## src/rtl/crv_pkg.sv

```systemverilog
// crv_pkg: shared types and constants for the CSV row validator.
// Holds the result beat type, register indexes, field classes and byte codes.
// No dependencies.
package crv_pkg;

    // Configuration port
    localparam int CFG_INDEX_BITS = 3;
    localparam int CFG_DATA_BITS  = 16;

    localparam logic [CFG_INDEX_BITS-1:0] CFG_SEPARATOR  = 3'd0;
    localparam logic [CFG_INDEX_BITS-1:0] CFG_QUOTE      = 3'd1;
    localparam logic [CFG_INDEX_BITS-1:0] CFG_NEWLINE    = 3'd2;
    localparam logic [CFG_INDEX_BITS-1:0] CFG_CHECK_EN   = 3'd3;
    localparam logic [CFG_INDEX_BITS-1:0] CFG_TYPE_INDEX = 3'd4;
    localparam logic [CFG_INDEX_BITS-1:0] CFG_WANTED     = 3'd5;

    // Register reset values
    localparam logic [7:0]  SEPARATOR_RST  = 8'h2c;
    localparam logic [7:0]  QUOTE_RST      = 8'h22;
    localparam logic [7:0]  NEWLINE_RST    = 8'h0a;
    localparam logic [3:0]  CHECK_EN_RST   = 4'hf;
    localparam logic [15:0] TYPE_INDEX_RST = 16'd0;

    // Field classes
    typedef enum logic [1:0] {
        CLS_EMPTY   = 2'd0,
        CLS_INTEGER = 2'd1,
        CLS_NUMBER  = 2'd2,
        CLS_STRING  = 2'd3
    } field_class_t;

    localparam field_class_t WANTED_RST = CLS_INTEGER;

    // check_enables bit positions
    localparam int EN_COUNT = 0;
    localparam int EN_QUOTE = 1;
    localparam int EN_CTRL  = 2;
    localparam int EN_TYPE  = 3;

    // Byte codes
    localparam logic [7:0] CH_SPACE   = 8'h20;
    localparam logic [7:0] CH_DLE     = 8'h10;
    localparam logic [7:0] CH_CR      = 8'h0d;
    localparam logic [7:0] CH_PLUS    = 8'h2b;
    localparam logic [7:0] CH_MINUS   = 8'h2d;
    localparam logic [7:0] CH_COMMA   = 8'h2c;
    localparam logic [7:0] CH_PERIOD  = 8'h2e;
    localparam logic [7:0] CH_NINE    = 8'h39;
    localparam logic [7:0] CH_SLASH   = 8'h2f;

    // One result beat
    typedef struct packed {
        logic [31:0] row_num;
        logic [15:0] fields_in_row;
        logic        is_header;
        logic        count_mismatch;
        logic        bad_quote_found;
        logic        control_byte_found;
        logic        type_match_found;
        logic        any_flag;
    } crv_result_t;

endpackage

```

## src/rtl/crv_num_chk.sv

```systemverilog
// crv_num_chk: running numeric checker for one reading of a CSV field.
// Tracks sign slot, decimal marks and failure; reports the field class so far.
// Depends on crv_pkg.
module crv_num_chk (
    input  logic                       clk,
    input  logic                       rst_n,
    input  logic                       clear,
    input  logic                       feed,
    input  logic [7:0]                 data,
    output crv_pkg::field_class_t      cls
);
    import crv_pkg::*;

    logic [1:0] marks_reg, marks_next;
    logic       failed_reg, failed_next;
    logic       sign_open_reg, sign_open_next;

    logic       is_sign;
    logic       is_mark;
    logic [1:0] marks_inc;

    // Per-byte update
    always_comb
    begin
        is_sign   = (data == CH_PLUS) || (data == CH_MINUS);
        is_mark   = (data == CH_COMMA) || (data == CH_PERIOD);
        marks_inc = (is_mark && (marks_reg < 2'd2)) ? marks_reg + 2'd1 : marks_reg;

        marks_next     = marks_reg;
        failed_next    = failed_reg;
        sign_open_next = sign_open_reg;
        if (clear)
        begin
            marks_next     = 2'd0;
            failed_next    = 1'b0;
            sign_open_next = 1'b1;
        end
        else if (feed)
        begin
            sign_open_next = 1'b0;
            // a leading sign is consumed and nothing else happens
            if (!(sign_open_reg && is_sign))
            begin
                marks_next  = marks_inc;
                failed_next = failed_reg || (data > CH_NINE) || (data < CH_COMMA) ||
                              (marks_inc > 2'd1) || (data == CH_MINUS) ||
                              (data == CH_SLASH);
            end
        end
    end

    always_ff @(posedge clk or negedge rst_n)
    begin
        if (!rst_n)
        begin
            marks_reg     <= 2'd0;
            failed_reg    <= 1'b0;
            sign_open_reg <= 1'b1;
        end
        else
        begin
            marks_reg     <= marks_next;
            failed_reg    <= failed_next;
            sign_open_reg <= sign_open_next;
        end
    end

    // Class of a non-empty field read this way
    assign cls = failed_reg ? CLS_STRING : ((marks_reg == 2'd1) ? CLS_NUMBER : CLS_INTEGER);

endmodule

```

## src/rtl/crv_out_skid.sv

```systemverilog
// crv_out_skid: two-entry output buffer (output register plus skid register).
// Lets the parser take a byte while a finished row waits downstream.
// Depends on crv_pkg.
module crv_out_skid (
    input  logic                  clk,
    input  logic                  rst_n,
    input  logic                  push,
    input  crv_pkg::crv_result_t  push_data,
    output logic                  full,
    output logic                  out_valid,
    input  logic                  out_stall,
    output crv_pkg::crv_result_t  out_data
);
    import crv_pkg::*;

    logic        out_valid_reg;
    logic        skid_valid_reg;
    crv_result_t out_data_reg;
    crv_result_t skid_data_reg;
    logic        out_free;

    assign out_free = !out_valid_reg || !out_stall;

    // Control
    always_ff @(posedge clk or negedge rst_n)
    begin
        if (!rst_n)
        begin
            out_valid_reg  <= 1'b0;
            skid_valid_reg <= 1'b0;
        end
        else if (out_free)
        begin
            // skid drains first; no push can arrive while it is full
            out_valid_reg  <= skid_valid_reg || push;
            skid_valid_reg <= 1'b0;
        end
        else if (push)
        begin
            skid_valid_reg <= 1'b1;
        end
    end

    // Payload
    always_ff @(posedge clk)
    begin
        if (out_free)
        begin
            out_data_reg <= skid_valid_reg ? skid_data_reg : push_data;
        end
        else if (push)
        begin
            skid_data_reg <= push_data;
        end
    end

    assign full      = skid_valid_reg;
    assign out_valid = out_valid_reg;
    assign out_data  = out_data_reg;

endmodule

```

## src/rtl/csv_row_validator.sv

```systemverilog
// csv_row_validator: CSV byte parser that emits one checked result per row.
// Depends on crv_pkg, crv_num_chk and crv_out_skid.
//
// The block takes one CSV byte per clock and updates its row and field state in
// the same cycle; the byte (newline or end marker) that finishes a row registers its
// result into the output register, or into the skid register while the output is
// stalled. The output side is a register plus a skid register, so input bytes keep
// flowing while one result waits; in_stall rises only when both hold a row, which
// takes a second row finishing while the first is stalled downstream. Sustained
// rate: one byte per clock while in_stall is low. No clearing pass after reset.
module csv_row_validator #(
    parameter int FIELD_COUNT_BITS = 16,
    parameter int ROW_COUNT_BITS   = 32
) (
    input  logic                               clk,
    input  logic                               rst_n,
    // configuration
    input  logic                               cfg_write,
    input  logic [crv_pkg::CFG_INDEX_BITS-1:0] cfg_index,
    input  logic [crv_pkg::CFG_DATA_BITS-1:0]  cfg_data,
    // byte input
    input  logic                               in_valid,
    output logic                               in_stall,
    input  logic [7:0]                         byte_value,
    input  logic                               end_of_input,
    // row result
    output logic                               out_valid,
    input  logic                               out_stall,
    output logic [31:0]                        row_num,
    output logic [15:0]                        fields_in_row,
    output logic                               is_header,
    output logic                               count_mismatch,
    output logic                               bad_quote_found,
    output logic                               control_byte_found,
    output logic                               type_match_found,
    output logic                               any_flag
);
    import crv_pkg::*;

    localparam int CMP_BITS = (FIELD_COUNT_BITS > 16) ? FIELD_COUNT_BITS : 16;
    localparam int FW_BITS  = (FIELD_COUNT_BITS > 16) ? FIELD_COUNT_BITS : 16;
    localparam int RW_BITS  = (ROW_COUNT_BITS > 32) ? ROW_COUNT_BITS : 32;

    // Configuration registers
    logic [7:0]   separator_reg;
    logic [7:0]   quote_reg;
    logic [7:0]   newline_reg;
    logic [3:0]   check_en_reg;
    logic [15:0]  type_index_reg;
    field_class_t wanted_reg;

    always_ff @(posedge clk or negedge rst_n)
    begin
        if (!rst_n)
        begin
            separator_reg  <= SEPARATOR_RST;
            quote_reg      <= QUOTE_RST;
            newline_reg    <= NEWLINE_RST;
            check_en_reg   <= CHECK_EN_RST;
            type_index_reg <= TYPE_INDEX_RST;
            wanted_reg     <= WANTED_RST;
        end
        else if (cfg_write)
        begin
            unique case (cfg_index)
                CFG_SEPARATOR:  separator_reg  <= cfg_data[7:0];
                CFG_QUOTE:      quote_reg      <= cfg_data[7:0];
                CFG_NEWLINE:    newline_reg    <= cfg_data[7:0];
                CFG_CHECK_EN:   check_en_reg   <= cfg_data[3:0];
                CFG_TYPE_INDEX: type_index_reg <= cfg_data[15:0];
                CFG_WANTED:     wanted_reg     <= field_class_t'(cfg_data[1:0]);
                default:        ;
            endcase
        end
    end

    // Parse state
    logic                        in_quotes_reg, in_quotes_next;
    logic [ROW_COUNT_BITS-1:0]   row_counter_reg, row_counter_next;
    logic [FIELD_COUNT_BITS-1:0] head_fields_reg, head_fields_next;
    logic [FIELD_COUNT_BITS-1:0] fld_cnt_reg, fld_cnt_next;
    logic                        field_over_reg, field_over_next;
    logic                        row_has_bytes_reg, row_has_bytes_next;
    logic                        field_has_bytes_reg, field_has_bytes_next;
    logic                        field_multi_reg, field_multi_next;
    logic                        first_was_quote_reg, first_was_quote_next;
    logic [7:0]                  held_byte_reg, held_byte_next;
    logic                        quote_run_odd_reg, quote_run_odd_next;
    logic                        flag_quote_reg, flag_quote_next;
    logic                        flag_ctrl_reg, flag_ctrl_next;
    logic                        flag_type_reg, flag_type_next;

    logic                        in_fire;
    logic                        is_quote, inq_toggled, ends_field, ends_row, ctrl_byte;
    logic                        do_end_field, do_emit, do_content, do_restart, field_clr;
    logic                        type_hit;
    field_class_t                plain_cls, stripped_cls, field_cls;
    logic [FIELD_COUNT_BITS-1:0] field_inc, field_after;
    logic [ROW_COUNT_BITS-1:0]   row_inc;
    logic                        hdr, mismatch;
    logic [RW_BITS-1:0]          row_wide;
    logic [FW_BITS-1:0]          field_wide;
    crv_result_t                 result;
    logic                        skid_full;

    assign in_fire  = in_valid && !in_stall;
    assign in_stall = skid_full;

    // Byte decode
    always_comb
    begin
        is_quote    = (byte_value == quote_reg);
        inq_toggled = in_quotes_reg ^ is_quote;
        ends_field  = !inq_toggled &&
                      ((byte_value == separator_reg) || (byte_value == newline_reg));
        ends_row    = ends_field && (byte_value == newline_reg);
        ctrl_byte   = (byte_value < CH_SPACE) && (byte_value != CH_DLE) &&
                      (byte_value != CH_CR);

        do_restart   = in_fire && end_of_input;
        do_end_field = in_fire && (end_of_input ? (row_has_bytes_reg && field_has_bytes_reg)
                                                : ends_field);
        do_emit      = in_fire && (end_of_input ? row_has_bytes_reg : ends_row);
        do_content   = in_fire && !end_of_input && !ends_field;
        field_clr    = do_restart || do_end_field;
    end

    // Numeric checkers: as written, and with surrounding quotes dropped
    crv_num_chk u_plain_chk (
        .clk   (clk),
        .rst_n (rst_n),
        .clear (field_clr),
        .feed  (do_content),
        .data  (byte_value),
        .cls   (plain_cls)
    );

    crv_num_chk u_stripped_chk (
        .clk   (clk),
        .rst_n (rst_n),
        .clear (field_clr),
        .feed  (do_content && field_has_bytes_reg && field_multi_reg),
        .data  (held_byte_reg),
        .cls   (stripped_cls)
    );

    // Field end: type check and saturating field count
    always_comb
    begin
        if (!field_has_bytes_reg)
            field_cls = CLS_EMPTY;
        else if (first_was_quote_reg && (held_byte_reg == quote_reg))
            field_cls = stripped_cls;
        else
            field_cls = plain_cls;

        type_hit    = do_end_field && !field_over_reg &&
                      (CMP_BITS'(fld_cnt_reg) == CMP_BITS'(type_index_reg)) &&
                      (field_cls == wanted_reg);
        field_inc   = (&fld_cnt_reg) ? fld_cnt_reg
                                     : fld_cnt_reg + FIELD_COUNT_BITS'(1);
        field_after = do_end_field ? field_inc : fld_cnt_reg;
    end

    // Row end: result beat
    always_comb
    begin
        row_inc  = (&row_counter_reg) ? row_counter_reg
                                      : row_counter_reg + ROW_COUNT_BITS'(1);
        hdr      = (row_inc == ROW_COUNT_BITS'(1));
        mismatch = !hdr && (field_after != head_fields_reg);
        row_wide   = RW_BITS'(row_inc);
        field_wide = FW_BITS'(field_after);

        result.row_num            = (row_wide > RW_BITS'(32'hffff_ffff)) ? 32'hffff_ffff
                                                                         : row_wide[31:0];
        result.fields_in_row      = (field_wide > FW_BITS'(16'hffff)) ? 16'hffff
                                                                      : field_wide[15:0];
        result.is_header          = hdr;
        result.count_mismatch     = mismatch;
        result.bad_quote_found    = flag_quote_reg;
        result.control_byte_found = flag_ctrl_reg;
        result.type_match_found   = flag_type_reg || type_hit;
        result.any_flag           = !hdr &&
                                    ((check_en_reg[EN_COUNT] && mismatch) ||
                                     (check_en_reg[EN_QUOTE] && flag_quote_reg) ||
                                     (check_en_reg[EN_CTRL] && flag_ctrl_reg) ||
                                     (check_en_reg[EN_TYPE] && (flag_type_reg || type_hit)));
    end

    // Next state
    always_comb
    begin
        in_quotes_next       = in_quotes_reg;
        row_counter_next     = row_counter_reg;
        head_fields_next     = head_fields_reg;
        fld_cnt_next         = fld_cnt_reg;
        field_over_next      = field_over_reg;
        row_has_bytes_next   = row_has_bytes_reg;
        field_has_bytes_next = field_has_bytes_reg;
        field_multi_next     = field_multi_reg;
        first_was_quote_next = first_was_quote_reg;
        held_byte_next       = held_byte_reg;
        quote_run_odd_next   = quote_run_odd_reg;
        flag_quote_next      = flag_quote_reg;
        flag_ctrl_next       = flag_ctrl_reg;
        flag_type_next       = flag_type_reg;

        // quoted state and row counters
        if (do_restart)
        begin
            in_quotes_next   = 1'b0;
            row_counter_next = '0;
            head_fields_next = '0;
        end
        else
        begin
            if (in_fire)
                in_quotes_next = inq_toggled;
            if (do_emit)
            begin
                row_counter_next = row_inc;
                if (hdr)
                    head_fields_next = field_after;
            end
        end

        // row-level state
        if (do_restart || do_emit)
        begin
            fld_cnt_next       = '0;
            field_over_next    = 1'b0;
            row_has_bytes_next = 1'b0;
            flag_quote_next    = 1'b0;
            flag_ctrl_next     = 1'b0;
            flag_type_next     = 1'b0;
        end
        else
        begin
            if (in_fire)
                row_has_bytes_next = 1'b1;
            if (do_end_field)
            begin
                fld_cnt_next = field_inc;
                if (&fld_cnt_reg)
                    field_over_next = 1'b1;
            end
            flag_type_next  = flag_type_reg || type_hit;
            flag_ctrl_next  = flag_ctrl_reg || (do_content && ctrl_byte);
            // an odd quote run followed by a non-quote content byte
            flag_quote_next = flag_quote_reg ||
                              (do_content && !is_quote && quote_run_odd_reg);
        end

        // field-level state
        if (field_clr)
        begin
            field_has_bytes_next = 1'b0;
            field_multi_next     = 1'b0;
            first_was_quote_next = 1'b0;
            held_byte_next       = 8'h00;
            quote_run_odd_next   = 1'b0;
        end
        else if (do_content)
        begin
            if (is_quote)
                quote_run_odd_next = quote_run_odd_reg ^ field_has_bytes_reg;
            else
                quote_run_odd_next = 1'b0;
            if (!field_has_bytes_reg)
                first_was_quote_next = is_quote;
            else
                field_multi_next = 1'b1;
            held_byte_next       = byte_value;
            field_has_bytes_next = 1'b1;
        end
    end

    always_ff @(posedge clk or negedge rst_n)
    begin
        if (!rst_n)
        begin
            in_quotes_reg       <= 1'b0;
            row_counter_reg     <= '0;
            head_fields_reg     <= '0;
            fld_cnt_reg         <= '0;
            field_over_reg      <= 1'b0;
            row_has_bytes_reg   <= 1'b0;
            field_has_bytes_reg <= 1'b0;
            field_multi_reg     <= 1'b0;
            first_was_quote_reg <= 1'b0;
            held_byte_reg       <= 8'h00;
            quote_run_odd_reg   <= 1'b0;
            flag_quote_reg      <= 1'b0;
            flag_ctrl_reg       <= 1'b0;
            flag_type_reg       <= 1'b0;
        end
        else
        begin
            in_quotes_reg       <= in_quotes_next;
            row_counter_reg     <= row_counter_next;
            head_fields_reg     <= head_fields_next;
            fld_cnt_reg         <= fld_cnt_next;
            field_over_reg      <= field_over_next;
            row_has_bytes_reg   <= row_has_bytes_next;
            field_has_bytes_reg <= field_has_bytes_next;
            field_multi_reg     <= field_multi_next;
            first_was_quote_reg <= first_was_quote_next;
            held_byte_reg       <= held_byte_next;
            quote_run_odd_reg   <= quote_run_odd_next;
            flag_quote_reg      <= flag_quote_next;
            flag_ctrl_reg       <= flag_ctrl_next;
            flag_type_reg       <= flag_type_next;
        end
    end

    // Output buffer
    crv_result_t out_data;

    crv_out_skid u_out_skid (
        .clk       (clk),
        .rst_n     (rst_n),
        .push      (do_emit),
        .push_data (result),
        .full      (skid_full),
        .out_valid (out_valid),
        .out_stall (out_stall),
        .out_data  (out_data)
    );

    assign row_num            = out_data.row_num;
    assign fields_in_row      = out_data.fields_in_row;
    assign is_header          = out_data.is_header;
    assign count_mismatch     = out_data.count_mismatch;
    assign bad_quote_found    = out_data.bad_quote_found;
    assign control_byte_found = out_data.control_byte_found;
    assign type_match_found   = out_data.type_match_found;
    assign any_flag           = out_data.any_flag;

    // Checks
    a_stall_needs_beat: assert property (@(posedge clk) disable iff (!rst_n)
        in_stall |-> out_valid)
        else $error("input stalled with no result beat held");

    a_header_clean: assert property (@(posedge clk) disable iff (!rst_n)
        (out_valid && is_header) |-> (!any_flag && !count_mismatch && row_num == 32'd1))
        else $error("header beat carries flags or a row number other than one");

    a_restart_clears: assert property (@(posedge clk) disable iff (!rst_n)
        (in_fire && end_of_input) |=>
            (!in_quotes_reg && row_counter_reg == '0 && !row_has_bytes_reg))
        else $error("end marker did not restart the parse");

    a_over_at_max: assert property (@(posedge clk) disable iff (!rst_n)
        field_over_reg |-> (&fld_cnt_reg))
        else $error("field overflow without a saturated field count");

endmodule

```

## config.mk

```make
export PLATFORM = sky130hd
export DESIGN_NAME = csv_row_validator
export DESIGN_NICKNAME = d
export VERILOG_FILES = /design/src/rtl/crv_pkg.sv /design/src/rtl/crv_num_chk.sv /design/src/rtl/crv_out_skid.sv /design/src/rtl/csv_row_validator.sv
export SDC_FILE = /design/constraint.sdc
export NUM_CORES = 1
export LEC_CHECK = 0
export BUFFER_PORTS_ARGS = -buffer_cell sky130_fd_sc_hd__buf_2
export CAP_MARGIN = 5
export CORE_MARGIN = 8
export CORE_UTILIZATION = 45
export CTS_BUF_LIST = sky130_fd_sc_hd__clkbuf_4 sky130_fd_sc_hd__clkbuf_8
export DETAILED_ROUTE_END_ITERATION = 8
export GPL_TIMING_DRIVEN = 0
export HOLD_SLACK_MARGIN = 0.02
export PLACE_DENSITY = 0.66
export SLEW_MARGIN = 10
export SYNTH_ARGS = -nofsm -noshare
export SYNTH_HDL_FRONTEND = slang
export SYNTH_SLANG_ARGS = --single-unit
```

## constraint.sdc

```tcl
create_clock -name clk -period 4.5 [get_ports clk]
set_input_delay 0 -clock clk [delete_from_list [all_inputs] [get_ports clk]]
set_output_delay 0 -clock clk [all_outputs]
set_load 0.01 [all_outputs]
```

==> results.cfg <==
[clocking]
cts_max_level = 2
root_buffer = clkbuf_8
cts_sinks = 246
clock_path_buffers = 3
cts_buffers = 42
post_cts_buffers = 0
insertion_delay_ns = 0.55
clkSlewWorstSetupHoldPaths_ns = 0.07
cts_tree = done

[place]
io_buffer_count = 80
place_hpwl_um = 21600
dp_slack_ns = -0.0458
dpl-instance-area_um2 = 13100
gp_congestion = 0.921

[yosys]
yosys.area.top_type = edfxtp_1
avgSynthCellArea_um2 = 11.6
yosys.area.top_type_share = 0.266
synth_edf_count = 108
synth_area_leaders = edfxtp_1, dfrtp_1, mux2_2
ys_warn_count = 0
yosys_register_bits = 246
async_flop_share = 0.561
netlist_instances = 1052
ys_seq_area_frac = 0.551
synth.distinct_cells = 80
synth_area_um2 = 12200
synth_fp_nets = 1089
synth_ff_type = dfrtp_1

[sta]
fin_crit_ns = 4.17
worst_pin_slew_ns = 1.05
timing.final.ws_setup_ns = 0.335
hold_slack_ns = 0.0188
setup_viol = 0
finalHoldViolCount = 0
final.period_utilization = 0.926
clock.fmax_mhz = 240
timing.final.max_slew_violations = 0
slew_headroom = 0.298
rsz0062_at_grt = no
skew_ns = 0.0219

[outcome]
status = complete, no violations

[route]
drc = 0
totalWireLength_um = 30600
final_antenna_net_count = 0
wl_per_cell_um = 19.3
first_pass_iters = 7
via_per_inst = 5.59
drt_iter0_markers = 563
vias = 8855

[global_routing]
gr-total-overflow = 0
grtUsageTotal = 0.187
grt_max_degree = 104
grt_pass1_vias = 8864
grt_pass1_wl_um = 49600
antenna_found_initial = 0

[die]
design.portCount = 89
dieArea_um2 = 32600
die_w_um = 181
design.core.area_um2 = 26800
die_h_um = 181
start_util = 0.455
rows = 60

[worst_setup_path]
path_class = flip-flop to flip-flop
rr_startpoint = fld_cnt_reg[3]
worst_setup_path_end_kind = flip-flop
startpoint_type = flip-flop
critPathMaxStageDelay_ns = 0.61
slowest_stage = nor4_2
crit_chain = clkbuf_1 -> nand3_1 -> nor4_2 -> nand4_1 -> nor4b_2 -> or4b_2 -> nand3_1 -> a221oi_1 -> nand4_1 -> nor4b_4 -> o31ai_1
worstPathArrival_ns = 4.43
crit_path_end = u_out_skid.out_data[4]
cp_max_fo = 9
required_ns = 4.76
rrSetupSlack_ns = 0.33
r2r_cells = 11
worstSetupStartpoint = fld_cnt_reg[3]
crit_buf_inv = 1
cp_num_cells = 11
worstReg2RegEnd = u_out_skid.out_data[4]
critPathTopFamily = simple AND/OR/NAND/NOR gates

[finish]
layout_commonest_cell = dfrtp_1
diodes = 0
finalNetCount = 1246
syn_to_final_growth_pct = 18.0
postLayoutCoreUtil = 0.537
layout-drive-gt1-share = 0.256
most-common-layout-cells = dfrtp_1, edfxtp_1, mux2_2
final_area_um2 = 14400

[hold_path]
hold_path_class = primary input to flip-flop

[power]
ir_worst_vdd_mv = 0.281
pwr_density_cell_nw_per_um2 = 373
power_leakage_nw = 6.04

[job]
maxCapViolations = 0
-- report_power, final --
part	internal, mW	total, mW	leakage (nW)	switching, mW
Clock	1.24	2.16	0.493	0.921
Sequential	2.54	2.64	2.87	0.108
Combinational	0.273	0.572	2.68	0.298
Total	4.05	5.37	6.04	1.33
-- cells by family after synthesis --
logic type | Yosys count | share of synthesized area
fa+ha+maj | 4 | 0.00411
buf+inv | 100 | 0.0329
compound gates | 185 | 0.109
flops | 246 | 0.551
simple gates | 309 | 0.134
xor+xnor | 109 | 0.0783
mux | 99 | 0.0909
-- layout make-up --
class	count	area, um2
fill	2372	12400
clock inverter	16	126
timing repair buffer	113	778
inverter	36	136
buffer	64	264
multi-input combinational	706	5160
tap	341	427
sequential	246	6710
clock buffer	62	785
-- worst min path at each step --
stage          slack, ns  depth (start not counted)           from             endpoint
3_5_place_dp       -0.11                          1          rst_n   type_index_reg[14]
5_1_grt             0.03                          2  byte_value[0]     held_byte_reg[0]
6_report            0.02                          2  byte_value[0]     held_byte_reg[0]
3_3_place_gp        0.23                          2   cfg_data[15]   type_index_reg[15]
4_1_cts             0.02                          2  byte_value[0]     held_byte_reg[0]
2_1_floorplan      -0.30                          0          rst_n  field_has_bytes_reg
-- worst reg2reg max path, delay by kind of cell (launching register included) --
kind | cells | cell delay (ns)
compound gates | 2 | 0.59
buf+inv | 1 | 0.43
flops | 1 | 0.32
simple gates | 8 | 2.55
-- metrics by stage --
stage,std cells,setup TNS [ns],power [mW]
2_1_floorplan,1052,0,3.03
3_3_place_gp,1473,-26.16,3.21
3_5_place_dp,1475,-0.0849,3.24
4_1_cts,1584,0,5.43
5_1_grt,1584,0,5.61
6_report,1584,0,5.37
-- synth_stat cells, types with 14 or more instances --
library cell	number
dfrtp_1	124
edfxtp_1	108
mux2_2	93
nor2_1	79
nand2_1	69
xor2_1	55
xnor2_1	54
clkbuf_1	49
o21ai_0	36
inv_1	35
a22o_1	32
a21oi_1	29
nand3_1	24
nand4_1	24
and3_1	17
dfstp_2	14
-- what timing repair did --
item / in CTS / in global routing
setup endpoints to repair: 3 / 14
resized for setup: 1 / 7
hold endpoints to repair: 181 / 0
pin swaps: 0 / 0
hold buffers: 31 / 0
-- layer usage --
layer	vias up	part of all wire	track usage
li1	4184	-	-
met1	4404	0.46	0.259
met2	228	0.47	0.299
met3	39	0.053	0.0371
met4	0	0.015	0.0443
met5	-	0	0
Note: power is estimated with default switching activity, not from simulation.
